[src/design/ftxrg_pkg.sv]
// Shared types and constants of the four-tap XOR random generator.
`timescale 1ns / 1ps

package ftxrg_pkg;

  localparam int unsigned WORD_W = 31;
  localparam int unsigned MUL_W  = 15;
  localparam int unsigned PROD_W = WORD_W + MUL_W;

  localparam logic [MUL_W-1:0]  LEHMER_MUL = 15'd16807;
  localparam logic [WORD_W-1:0] LEHMER_MOD = 31'h7FFF_FFFF;

  // Lags behind the new write index
  localparam int unsigned TAP_LAGS [4] = '{471, 1586, 6988, 9689};

  typedef enum logic {
    OP_RESEED = 1'b0,
    OP_DRAW   = 1'b1
  } op_e;

endpackage

[src/design/ftxrg_mod_div.sv]
// Restoring remainder unit, one quotient bit per cycle.
`timescale 1ns / 1ps

module ftxrg_mod_div (
  input  logic                          clk_i,
  input  logic                          rst_ni,
  input  logic                          start_i,
  input  logic [ftxrg_pkg::WORD_W-1:0]  dividend_i,
  input  logic [ftxrg_pkg::WORD_W-1:0]  divisor_i,
  output logic                          done_o,
  output logic [ftxrg_pkg::WORD_W-1:0]  rem_o
);

  localparam int unsigned W    = ftxrg_pkg::WORD_W;
  localparam int unsigned CntW = $clog2(W + 1);

  logic            busy_q, done_q;
  logic [CntW-1:0] cnt_q;
  logic [W-1:0]    rem_q, dvd_q, dvs_q;
  logic [W:0]      rem_sh;
  logic [W:0]      dvs_ext;
  logic [W-1:0]    rem_d;

  always_comb begin
    rem_sh  = {rem_q, dvd_q[W-1]};
    dvs_ext = {1'b0, dvs_q};
    if (rem_sh >= dvs_ext) begin
      rem_d = W'(rem_sh - dvs_ext);
    end else begin
      rem_d = rem_sh[W-1:0];
    end
  end

  always_ff @(posedge clk_i or negedge rst_ni) begin
    if (!rst_ni) begin
      busy_q <= 1'b0;
      done_q <= 1'b0;
      cnt_q  <= '0;
    end else begin
      done_q <= 1'b0;
      if (start_i) begin
        busy_q <= 1'b1;
        cnt_q  <= CntW'(W);
      end else if (busy_q) begin
        cnt_q <= cnt_q - 1'b1;
        if (cnt_q == CntW'(1)) begin
          busy_q <= 1'b0;
          done_q <= 1'b1;
        end
      end
    end
  end

  always_ff @(posedge clk_i) begin
    if (start_i) begin
      rem_q <= '0;
      dvd_q <= dividend_i;
      dvs_q <= divisor_i;
    end else if (busy_q) begin
      rem_q <= rem_d;
      dvd_q <= {dvd_q[W-2:0], 1'b0};
    end
  end

  assign done_o = done_q;
  assign rem_o  = rem_q;

endmodule

[config.mk]
export PLATFORM = sky130hd
export DESIGN_NAME = ftxrg_mod_div
export DESIGN_NICKNAME = d
export VERILOG_FILES = /design/src/design/ftxrg_pkg.sv /design/src/design/ftxrg_mod_div.sv
export SDC_FILE = /design/constraint.sdc
export NUM_CORES = 1
export LEC_CHECK = 0
export BUFFER_PORTS_ARGS = -buffer_cell sky130_fd_sc_hd__clkbuf_2
export CORE_ASPECT_RATIO = 2
export CORE_MARGIN = 8
export CORE_UTILIZATION = 40
export CTS_CLUSTER_DIAMETER = 200
export DETAILED_ROUTE_END_ITERATION = 7
export SLEW_MARGIN = 40
export SYNTH_ARGS = -nofsm -noshare
export SYNTH_HDL_FRONTEND = slang
export SYNTH_SLANG_ARGS = --single-unit
[constraint.sdc]
create_clock -name clk_i -period 3.1 [get_ports clk_i]
set_input_delay 0.465 -clock clk_i [delete_from_list [all_inputs] [get_ports clk_i]]
set_output_delay 0.465 -clock clk_i [all_outputs]
set_load 0.05 [all_outputs]
Word-level counts from Yosys, hierarchy flattened
Cells that the tools add are included.
{ "totals": {"ff_bits": 100, "input_bits": 65, "out_inout_bits": 32} }
{ "classes": {"n_addsub": 2, "n_lt_le_gt_ge": 1, "n_eq_ne": 1, "n_mux": 11, "reduce_logical": 1} }
{ "ops": {"columns": ["operator", "n"], "rows": [
  ["two-way mux 31 bit", 3],
  [">= comparator 32 x 31 -> 1 bit", 1],
  ["subtractor 31 bit", 1],
  ["two-way mux 5 bit", 2],
  ["two-way mux 1 bit", 6],
  ["equality test 5 x 1 -> 1 bit, second input constant", 1],
  ["subtractor 5 x 1 -> 5 bit, second input constant", 1],
  ["nonzero test 2 bit", 1]
]} }

Depth between registers and ports, before layout
{ "depth": {"ltp_word": 4, "depth_mapped": 12, "ltp_nobuf": 11} }

Least setup slack after synthesis
No wires, ideal clock.
{ "synth_path": {"path_type": "flip-flop to flip-flop", "start": "register rem_q[0], in the netlist rem_o[0]", "end": "register rem_q[29], in the netlist rem_o[29]", "setup_ns": 0.091, "arrival_time_ns": 2.805, "t_required_ns": 3.009, "setup_slack_ns": 0.204, "path_stages_with_launch": 12, "period_less_slack_ns": 2.896, "cell_sequence": "dfxtp_1 -> inv_1 -> fa_1 -> nor2b_1 -> o31a_1 -> o21ai_0 -> a31oi_1 -> o22ai_4 -> buf_6 -> nor3b_1 -> mux2i_1 -> a311oi_1"} }
{ "synth_between": {"elab_chain_cells": 2, "elab_cells_between_ends": 3} }
{ "synth_lines": {"columns": ["item", "line_no", "text"], "rows": [
  ["start: declaration", "ftxrg_mod_div.sv:19", "logic [W-1:0] rem_q, dvd_q, dvs_q;"],
  ["start signal: assignment", "ftxrg_mod_div.sv:60", "rem_q <= rem_d;"],
  ["subtractor 31 bit or >= comparator 32 x 31 -> 1 bit (tied branches)", "ftxrg_mod_div.sv:28, ftxrg_mod_div.sv:27", null],
  ["two-way mux 31 bit *", "ftxrg_mod_div.sv:27", "if (rem_sh >= dvs_ext) begin"]
]} }
Mark *: on every way between the ends. The rest lies on a longest branch, timed or not.
A chain may end at the register's enable or synchronous reset.

Final worst setup path
{ "layout_path": {"start": "register dvs_q[25]", "end": "register rem_q[15], in the netlist rem_o[15]"} }
{ "layout_between": {"elab_chain_cells": 2} }
{ "layout_lines": {"columns": ["item", "line_no", "text"], "rows": [
  ["start: declaration", "ftxrg_mod_div.sv:19", null],
  ["start signal: assignment", "ftxrg_mod_div.sv:58", "dvs_q <= divisor_i;"],
  [">= comparator 32 x 31 -> 1 bit", "ftxrg_mod_div.sv:27", null],
  ["two-way mux 31 bit", "ftxrg_mod_div.sv:27", null]
]} }
No other way between the ends.

==> reports/results.tsv <==
metric	value	unit
EDFF count, synth	62	
Final Hold Fails	0	
PwrDens	437	nW/um2
Hold Path Sink	dvs_q[4]	
DRC	0	
dpl hpwl	12.0	mm
largest net degree at the start of global routing	54	
die footprint	18800	um2
number of global-route vias before repair	4960	
Max FO, Critical Path	9	
Yosys cell types	60	
Synthesized Nets	672	
Leakage	3.09	nW
CTS Buf Count	9	
ratio of cells with drive above 1 in the final layout	0.255	
Placed Area	6550	um2
TritonCTS clock tree	built	
initial antenna violation count	0	
top_reg_cell synth	edfxtp_1	
max-slew violations	0	
VDD IR max	277	uV
H-tree levels	3	
first-pass GRT wire length	24.7	mm
number of setup buffers added after CTS	0	
placed insts	854	
worst-margin pin slew	0.683	ns
CP max stage delay	0.39	ns
global route overflow	0	
CTS Buffer Depth	2	
outcome	completed	
GP Congestion	0.918	
commonest non-fill, non-tap cells in the layout	clkbuf_2 (95), edfxtp_1 (62), nand2_1 (53), inv_1 (48), nor2_1 (34)	
Wirelength per Cell	17.9	um
Netlist Area Pre-Place	5790	um2
IO Count	97	
endpoint type of the worst setup path	flop	
final WL	15.6	mm
die height	186	um
family with the most delay on the worst path	compound AO/OA/AOI/OAI gates	
Avg Cell Area, Syn	10.1	um2
port bufs	96	
Area growth syn-to-layout	18.8	%
Core Rows	62	
routed length on met1	5.68	mm
root buffer cell	clkbuf_16	
WL met3	740	um
Worst EP required	3.34	ns
min-delay worst type	input port to flop	
RSZ-0062 raised after global routing	false	
Reg-to-Reg End	rem_o[15]	
fin area	6870	um2
startpoint types	flop	
clock-pin slew on the worst setup and hold paths	0.08	ns
Fmax	337	MHz
initial core utilization	0.406	
Final TNS setup	0	ns
part of the cycle the worst path needs	0.956	
Inserted Diodes	0	
crit path cell chain	inv_1 > ha_1 > a211o_1 > a21oi_2 > nand2_1 > a311o_1 > o22ai_4 > nand2b_1 > a31oi_1 > a211o_1	
Mapped Cells	573	
crit path kind	flop to flop	
Skew-Pair Late Insertion Delay	0.35	ns
Post-DRT Antenna Nets	0	
WL met2	8.74	mm
Total GRT Usage	0.171	
Reg2Reg Launch Point	dvs_q[25]	
most common cell after layout, fill and taps aside	clkbuf_2	
FFs w/ async S/R, synth	0.0700	
Worst Path Arrival	3.21	ns
Post-Route Skew	0.00977	ns
final number of setup-violating endpoints	0	
hold wc startpoint	divisor_i[4]	
Die X-Extent	101	um
fillcell total	1389	
Final Non-Filler Cells	871	
Reg2Reg Depth	10	
Max-Cap Viols	0	
DRT iter0 DRCs	296	
part of the Yosys area used for sequential elements	0.459	
nets	773	
Reg2Reg Setup Slack	0.14	ns
First-pass DRT Iterations	4	
Core Area	14300	um2
Vias	4654	
YS warnings	0	
Slew HR	0.545	
vias per cell	5.34	
Top Layer Used	met4	
hold path depth	1	
Worst path slowest cell	a211o_1	
Num Clock Sinks	100	
post-layout min period	2.96	ns
Most Frequent Cell on Critical Path	a211o_1	
#FFs+latches synth	100	
Worst Path Buf+Inv	1	
## sequential cells by signal (all words and copies together) (netlist names)
register and flops:
dvs_q 31, cnt_q 5, busy_q 1, rem_o 31
done_o 1, dvd_q 31
## how the worst max path moves through the flow
stage,start,end,slack (ns),cells after the start
after CTS,dvs_q[1],rem_o[25],0.007,11
after global placement,dvs_q[1],rem_o[25],0.07,11
after detailed placement,dvs_q[1],rem_o[25],0.06,11
after global routing,dvd_q[30],rem_o[28],0.009,12
final,dvs_q[25],rem_o[15],0.14,10
after floorplan,rem_o[0],rem_o[29],0.20,11
## worst register-to-register path, cell delays in order, from the launching register on
cell	delay [ns]
edfxtp_1	0.37
inv_1	0.09
ha_1	0.32
a211o_1	0.39
a21oi_2	0.23
nand2_1	0.09
a311o_1	0.37
o22ai_4	0.23
nand2b_1	0.38
a31oi_1	0.11
a211o_1	0.27
## layout make-up
class	instances	area (um2)	area share
inverters	48	180	0.0262
flip-flops and latches	100	2660	0.387
well taps	192	240	0.0349
clock buffers	9	225	0.0328
repair buffers	117	668	0.0972
multi-input cells	398	2820	0.410
clock inverters	7	83.8	0.0122
## what timing repair did
action                     in CTS  in global routing
resized for setup               0                  3
setup endpoints to repair       0                 17
hold endpoints to repair        7                  0
hold buffers                    1                  0
## cells by family (layout without fill, tap and decap cells)
family,Yosys count,after routing,synth area share
simple gates,153,153,0.128
compound gates,151,151,0.177
flops,100,100,0.459
buf+inv,75,181,0.0553
mux,40,40,0.0763
fa+ha+maj,34,34,0.0748
xor+xnor,20,20,0.0303
## per-layer routing
layer,up-vias,GRT usage
met5,-,0
met4,0,0.0907
met3,28,0.0416
met2,103,0.325
met1,2235,0.162
li1,2288,-
## stage by stage
step	power (mW)	setup WS, ns	hold slack, ns	util
4_1_cts	3.04	0.00697	0.270	0.481
2_1_floorplan	1.78	0.204	0.169	-
6_report	3.01	0.137	0.282	0.482
3_3_place_gp	1.89	0.0707	0.308	0.459
5_1_grt	3.13	0.00863	0.266	0.482
3_5_place_dp	1.90	0.0591	0.310	0.459
## power breakdown
group	leakage [nW]	switching, mW	internal, mW
logic	1.98	0.185	0.155
registers	0.954	0.0274	1.50
clock network	0.149	0.564	0.574
total	3.09	0.776	2.23
## synthesized netlist by cell type (all sizes together) (5+ instances only)
cell type  count  area (um2)
nand2         53         199
a31oi         14        87.6
xnor2         15         131
dfrtp          7         175
dfxtp         31         621
mux2i          7        70.1
a211oi         8        60.1
buf           14        91.3
o21a           6        45.0
nor2          34         128
inv           48         180
a21o          14         105
nor3          11        55.1
a21oi         33         169
xor2           5        43.8
nor2b          8        50.1
ha            33         413
clkbuf        13        48.8
o21ai         33         165
nand3          5        25.0
edfxtp        62        1860
mux2          33         372
a311oi         5        50.0
nand4          6        37.5
nand2b        13        81.3
and3           6        37.5
and2           5        31.3
(Power assumes the default switching activity.)
