**src/design/ftxrg_pkg.sv**
```systemverilog
// Shared types and constants of the four-tap XOR random generator.
`timescale 1ns / 1ps

package ftxrg_pkg;

  localparam int unsigned WORD_W = 31;
  localparam int unsigned MUL_W  = 15;
  localparam int unsigned PROD_W = WORD_W + MUL_W;

  localparam logic [MUL_W-1:0]  LEHMER_MUL = 15'd16807;
  localparam logic [WORD_W-1:0] LEHMER_MOD = 31'h7FFF_FFFF;

  // Lags behind the new write index
  localparam int unsigned TAP_LAGS [4] = '{471, 1586, 6988, 9689};

  typedef enum logic {
    OP_RESEED = 1'b0,
    OP_DRAW   = 1'b1
  } op_e;

endpackage

```
**src/design/ftxrg_lehmer.sv**
```systemverilog
// Two-stage step x -> 16807 * x mod (2^31 - 1).
`timescale 1ns / 1ps

module ftxrg_lehmer (
  input  logic                          clk_i,
  input  logic                          rst_ni,
  input  logic                          start_i,
  input  logic [ftxrg_pkg::WORD_W-1:0]  x_i,
  output logic                          valid_o,
  output logic [ftxrg_pkg::WORD_W-1:0]  y_o
);

  localparam int unsigned SumW = ftxrg_pkg::WORD_W + 1;

  logic                            v1_q, v2_q;
  logic [ftxrg_pkg::PROD_W-1:0]    prod_q;
  logic [ftxrg_pkg::WORD_W-1:0]    y_q;
  logic [SumW-1:0]                 sum;
  logic [SumW-1:0]                 modx;
  logic [ftxrg_pkg::WORD_W-1:0]    y_d;

  // 2^31 == 1 mod (2^31 - 1): fold high part onto low, one correction
  always_comb begin
    sum  = SumW'(prod_q[ftxrg_pkg::PROD_W-1:ftxrg_pkg::WORD_W])
         + SumW'(prod_q[ftxrg_pkg::WORD_W-1:0]);
    modx = SumW'(ftxrg_pkg::LEHMER_MOD);
    if (sum >= modx) begin
      y_d = ftxrg_pkg::WORD_W'(sum - modx);
    end else begin
      y_d = sum[ftxrg_pkg::WORD_W-1:0];
    end
  end

  always_ff @(posedge clk_i or negedge rst_ni) begin
    if (!rst_ni) begin
      v1_q <= 1'b0;
      v2_q <= 1'b0;
    end else begin
      v1_q <= start_i;
      v2_q <= v1_q;
    end
  end

  always_ff @(posedge clk_i) begin
    prod_q <= ftxrg_pkg::PROD_W'(ftxrg_pkg::LEHMER_MUL) * ftxrg_pkg::PROD_W'(x_i);
    y_q    <= y_d;
  end

  assign valid_o = v2_q;
  assign y_o     = y_q;

endmodule

```
**config.mk**
```make
export PLATFORM = sky130hd
export DESIGN_NAME = ftxrg_lehmer
export DESIGN_NICKNAME = d
export VERILOG_FILES = /design/src/design/ftxrg_pkg.sv /design/src/design/ftxrg_lehmer.sv
export SDC_FILE = /design/constraint.sdc
export NUM_CORES = 1
export LEC_CHECK = 0
export ABC_AREA = 0
export ABC_CLOCK_PERIOD_IN_PS = 7900
export BUFFER_PORTS_ARGS = -buffer_cell sky130_fd_sc_hd__buf_2
export CAP_MARGIN = 20
export CORE_ASPECT_RATIO = 1.2
export CORE_MARGIN = 5
export CORE_UTILIZATION = 60
export CTS_CLUSTER_SIZE = 16
export DETAILED_ROUTE_END_ITERATION = 12
export PLACE_DENSITY_LB_ADDON = 0.1
export SLEW_MARGIN = 20
export SYNTH_ARGS = -nofsm -noshare
export SYNTH_HDL_FRONTEND = slang
export SYNTH_SLANG_ARGS = --single-unit
```
**constraint.sdc**
```tcl
create_clock -name clk_i -period 7.9 [get_ports clk_i]
set_clock_uncertainty 0.1 [all_clocks]
set_input_delay 0.395 -clock clk_i [delete_from_list [all_inputs] [get_ports clk_i]]
set_output_delay 0.395 -clock clk_i [all_outputs]
set_load 0.02 [all_outputs]
```
**After elaboration in Yosys (flattened, before gate mapping)**

Index checks and enable logic that the tools add are counted.

- Bits in registers: 79
- Output and inout bits: 32
- Bits of input ports: 34

- Order comparisons: 1
- $add $sub $neg: 2
- Multiply operators: 1
- Multiplexer cells: 1

Operators with widths:

| operator | number |
|---|---|
| 15-bit by 31-bit multiplier with 46-bit output (first input constant) | 1 |
| 15-bit by 31-bit adder with 32-bit output | 1 |
| 32-bit by 31-bit greater-or-equal comparator with 1-bit output (second input constant) | 1 |
| 31-bit 2-to-1 mux | 1 |
| 31-bit subtractor (second input constant) | 1 |

**Longest topological paths before layout**

- Depth in word-level cells: 3
- Depth in mapped cells: 23
- Depth with buffers taken out: 22

**Worst setup path after synthesis**

Ideal clock, no wire load.

- Path kind: input to register
- Start point: in x_i[13] in the netlist's numbering
- End point: reg prod_q[26] in the netlist's numbering
- Buffers on the path: 0
- Library setup time: 0.072 ns
- Arrival time: 5.442 ns
- Required time: 7.728 ns
- Stages: 21
- Slack: 2.286 ns
- Path through: inv_1 -> fa_1 -> inv_1 -> ha_1 -> fa_1 -> inv_1 -> fa_1 -> inv_1 -> fa_1 -> inv_1 -> fa_1 -> inv_1 -> ha_1 -> a21oi_1 -> o21ai_0 -> o21bai_1 -> nand3_1 -> or4b_2 -> a21o_1 -> a21oi_1 -> xnor2_1

- Word-level cells in the longest chain between the ends: 1

RTL lines:

| item | line | source |
|---|---|---|
| from (decl) | ftxrg_lehmer.sv:8 | `input logic [ftxrg_pkg::WORD_W-1:0] x_i,` |
| 15-bit by 31-bit multiplier with 46-bit output | ftxrg_lehmer.sv:45 | `prod_q <= ftxrg_pkg::PROD_W'(ftxrg_pkg::LEHMER_MUL) * ftxrg_pkg::PROD_W'(x_i);` |
| to (signal assigned) | ftxrg_lehmer.sv:45 |  |
| to (decl) | ftxrg_lehmer.sv:16 | `logic [ftxrg_pkg::PROD_W-1:0] prod_q;` |

Every way passes these cells.

**Worst setup path after layout**

- Start point: in x_i[7] in the netlist's numbering
- End point: reg prod_q[26] in the netlist's numbering

The elaborated chain is that of the path after synthesis.

==> metrics.md <==
| Metric | Value |
|---|---|
| Status | finished, final reports clean |
| Diodes inserted | 0 |
| Die Footprint | 0.0219 mm² |
| Largest net degree at the start of global routing | 23 |
| CP required | roughly 8000 ps |
| Via count | ~8500 |
| Nets@finish | around 1700 |
| CP max FO | 5 |
| Drt wl/cell | 15.1 µm |
| Setup crit start kind | input pin |
| Yosys top cell by area | fa_1 |
| Core outline area | around 0.019 mm² |
| Clock-pin slew on the worst setup and hold paths | 60 ps |
| Post-synth ARST share | between 2 and 3% |
| Syn nets | 1628 |
| Largest cells by area after synthesis | fa_1 24%, ha_1 22%, dfxtp_1 14%, inv_1 10%, xnor2_1 2.8% |
| Mapped Area | ~0.011 mm² |
| TritonCTS buffer count | 9 |
| Max-Cap Viols | 0 |
| Antenna viol nets, final | 0 |
| Fmax | roughly 170 MHz |
| Post-route met1 wirelength | 11100 µm |
| GPL Wtd Cong | a little over 0.9 |
| WP data arrival | 6090 ps |
| Initial antenna violation count | 0 |
| Final wirelength | between 20000 and 25000 µm |
| Worst path bufs/invs | 5 |
| Most common flop cell mapped by yosys | dfxtp_1 |
| Crit path largest cell delay | a little over 600 ps |
| Highest metal used | met4 |
| XOR/XNOR share of the synthesized area | between 4 and 5% |
| Final hold vios | 0 |
| Synth top cells by count | 315 x inv_1, 203 x ha_1, 134 x fa_1 |
| Final core occ | about two thirds |
| Worst min path class | input pin to flip-flop |
| Met3 wire length | 731 µm |
| Met2 wire length | 11400 µm |
| CTS Sinks | 79 |
| RSZ-0062 raised after global routing | false |
| Bufs on Longest Clock Path | 2 |
| Iteration-0 DRC Markers | between 400 and 500 |
| Layout area overhead | 7.48% |
| Slowest stage cell, crit path | or4b_2 |
| Port bufs | 65 |
| Root Buffer | clkbuf_16 |
| Die height | 161 µm |
| Post-synth EDFFs | 0 |
| Synth Register Bits | 79 |
| CP Capture Type | flip-flop |
| Final Setup Violations | 0 |
| Most numerous cell in the Yosys netlist | inv_1 |
| Period utilisation layout | 75.4% |
| # IOs | between 60 and 70 |
| Crit-path cells | buf_2, inv_1, fa_1, inv_1, ha_1, ha_1, ha_1, fa_1, inv_1, fa_1, inv_1, ha_1, a21oi_1, o2111ai_1, a31oi_1, o21bai_1, nand3_1, or4b_2, a21o_1, a21oi_1, xnor2_1 |
| CTS HTree Levels | 3 |
| Slew Viols, Final | 0 |
| CP top delay family | adder cells |
| Starting Density | approximately three fifths |
| CTS tree | yes |
| Min Tclk post-route | 5960 ps |
| Largest family of logic cells by synthesized area | adder cells |
| Rel. slew slack | approximately two fifths |
| Residual DRC | 0 |
| Warnings from Yosys | 0 |
| Total track usage | between 20% and 30% |
| Proportion of synthesized area in mux cells | 0.373% |
| Share of the yosys chip area belonging to registers | roughly 14% |
| Vias in the first global route | approximately 8600 |
| Grt ovf | 0 |
| Tightest Pin Transition | 895 ps |
| CP Class | input pin to flip-flop |
| Sum of negative setup slack | 0 ps |
| Adder-Cell Fraction of Synth Area | roughly 46% |
| Die X | between 100 and 150 µm |
| Site Rows | between 50 and 60 |
| Worst-skew pair later-pin latency | 340 ps |
| DRT Pass-1 Iters | 5 |
| Dpl hpwl | about 21000 µm |
| Share of cells above drive strength 1 | between 8 and 9% |
| Post-Syn Instances | 1257 |
| Top-area cell type share of the netlist area | about a quarter |
| Average size of a mapped cell | a little over 9 µm² |
| Global-route wire length before repair | between 40000 and 50000 µm |
| Post-synth cell types | 77 |
| Fraction of the mapped netlist area in simple logic gates | between 10% and 20% |
| Post-synthesis compound-gate area fraction | 13.5% |
| Vias per cell | around 5.4 |
-- metrics by stage --
step / hold slack, ps / setup slack (ps) / area, µm² / cells
2_1_floorplan: -0.591 / 2290 / 11400 / 1257
3_3_place_gp: 79.1 / 1620 / 12000 / 1562
3_5_place_dp: 80.5 / 1620 / 12000 / 1562
4_1_cts: 50.7 / 1950 / 12300 / 1579
5_1_grt: 49.8 / 1600 / 12300 / 1579
6_report: 59.1 / 1940 / 12300 / 1579
-- cell families (layout without fill, tap and decap cells) --
logic type	count (synthesis)	in the layout
muxes	4	4
AOI/OAI and AO/OA	223	223
xor gates and xnor gates	62	62
buffers and inverters	333	399
DFF	79	79
and+or+nand+nor	219	219
adders and majority gates	337	337
-- flip-flops by register name, summed over array words and instances, names as in the netlist --
signal,flops
valid_o,1
prod_q,46
v1_q,1
y_o,31
-- metal layers --
metal  global-route usage (%)  up-vias
li1                         -     4243
met1                     31.1     4067
met2                     39.3      138
met3                     1.81       35
met4                     7.01        0
met5                        0        -
-- what timing repair did --
| item | CTS | global route |
|---|---|---|
| hold buffers | 1 | 0 |
| gates resized for setup | 0 | 0 |
| buffers inserted | 0 | 0 |
| endpoints found under the hold margin | 2 | 0 |
-- cell type report --
class | instances | area [µm²]
multi-input combinational | 845 | 8540
clock buffer | 11 | 243
fill | 1610 | 6530
sequential | 79 | 1590
clock inverter | 5 | 33.8
tap | 256 | 320
inverter | 315 | 1180
timing repair buffer | 68 | 350
-- worst reg2reg max path: stages (launching register included) --
cell and delay [ps]:
dfxtp_1 300, ha_1 230, fa_1 430, a211oi_1 360, o21a_1 240, o21ai_1 140
and2_1 210, xnor2_1 440, nand4b_2 300, nor4_4 320, buf_4 280, nor2_2 90
mux2_1 310
-- path summary, 6_finish.rpt --
check / startpoint / to / slack, ps / cells after the start
setup / recovery: x_i[7] / prod_q[26]$_DFF_P_ / 1940 / 21
max in group asynchronous: rst_ni / v1_q$_DFF_PN0_ / 7340 / 2
hold reg to reg: v1_q$_DFF_PN0_ / valid_o$_DFF_PN0_ / 260 / 0
setup reg to reg: prod_q[0]$_DFF_P_ / y_o[1]$_DFF_P_ / 4020 / 12
min in group asynchronous: rst_ni / valid_o$_DFF_PN0_ / 260 / 2
hold / removal: start_i / v1_q$_DFF_PN0_ / 60 / 1
-- cell usage in the layout (no fill, tap or decap), drive strengths merged, types with 4 or more instances in the layout --
| master | count |
|---|---|
| nand3 | 25 |
| o21a | 4 |
| and4 | 4 |
| buf | 67 |
| o21bai | 9 |
| or3 | 8 |
| inv | 316 |
| xor2 | 26 |
| nor4 | 8 |
| o21ai | 37 |
| nand2b | 8 |
| dfxtp | 77 |
| nand4 | 9 |
| a211o | 6 |
| nor2 | 49 |
| and2 | 8 |
| xnor2 | 36 |
| a21oi | 60 |
| or2 | 5 |
| o31ai | 9 |
| nor3 | 16 |
| clkbuf | 11 |
| a21o | 36 |
| and3 | 12 |
| ha | 203 |
| o211ai | 5 |
| nand2 | 48 |
| a31oi | 10 |
| a211oi | 12 |
| fa | 134 |
| nor2b | 6 |
Power is left out: the tool's default activity adds up to more than one toggle a clock period on the data nets, which glitch-free logic cannot reach.
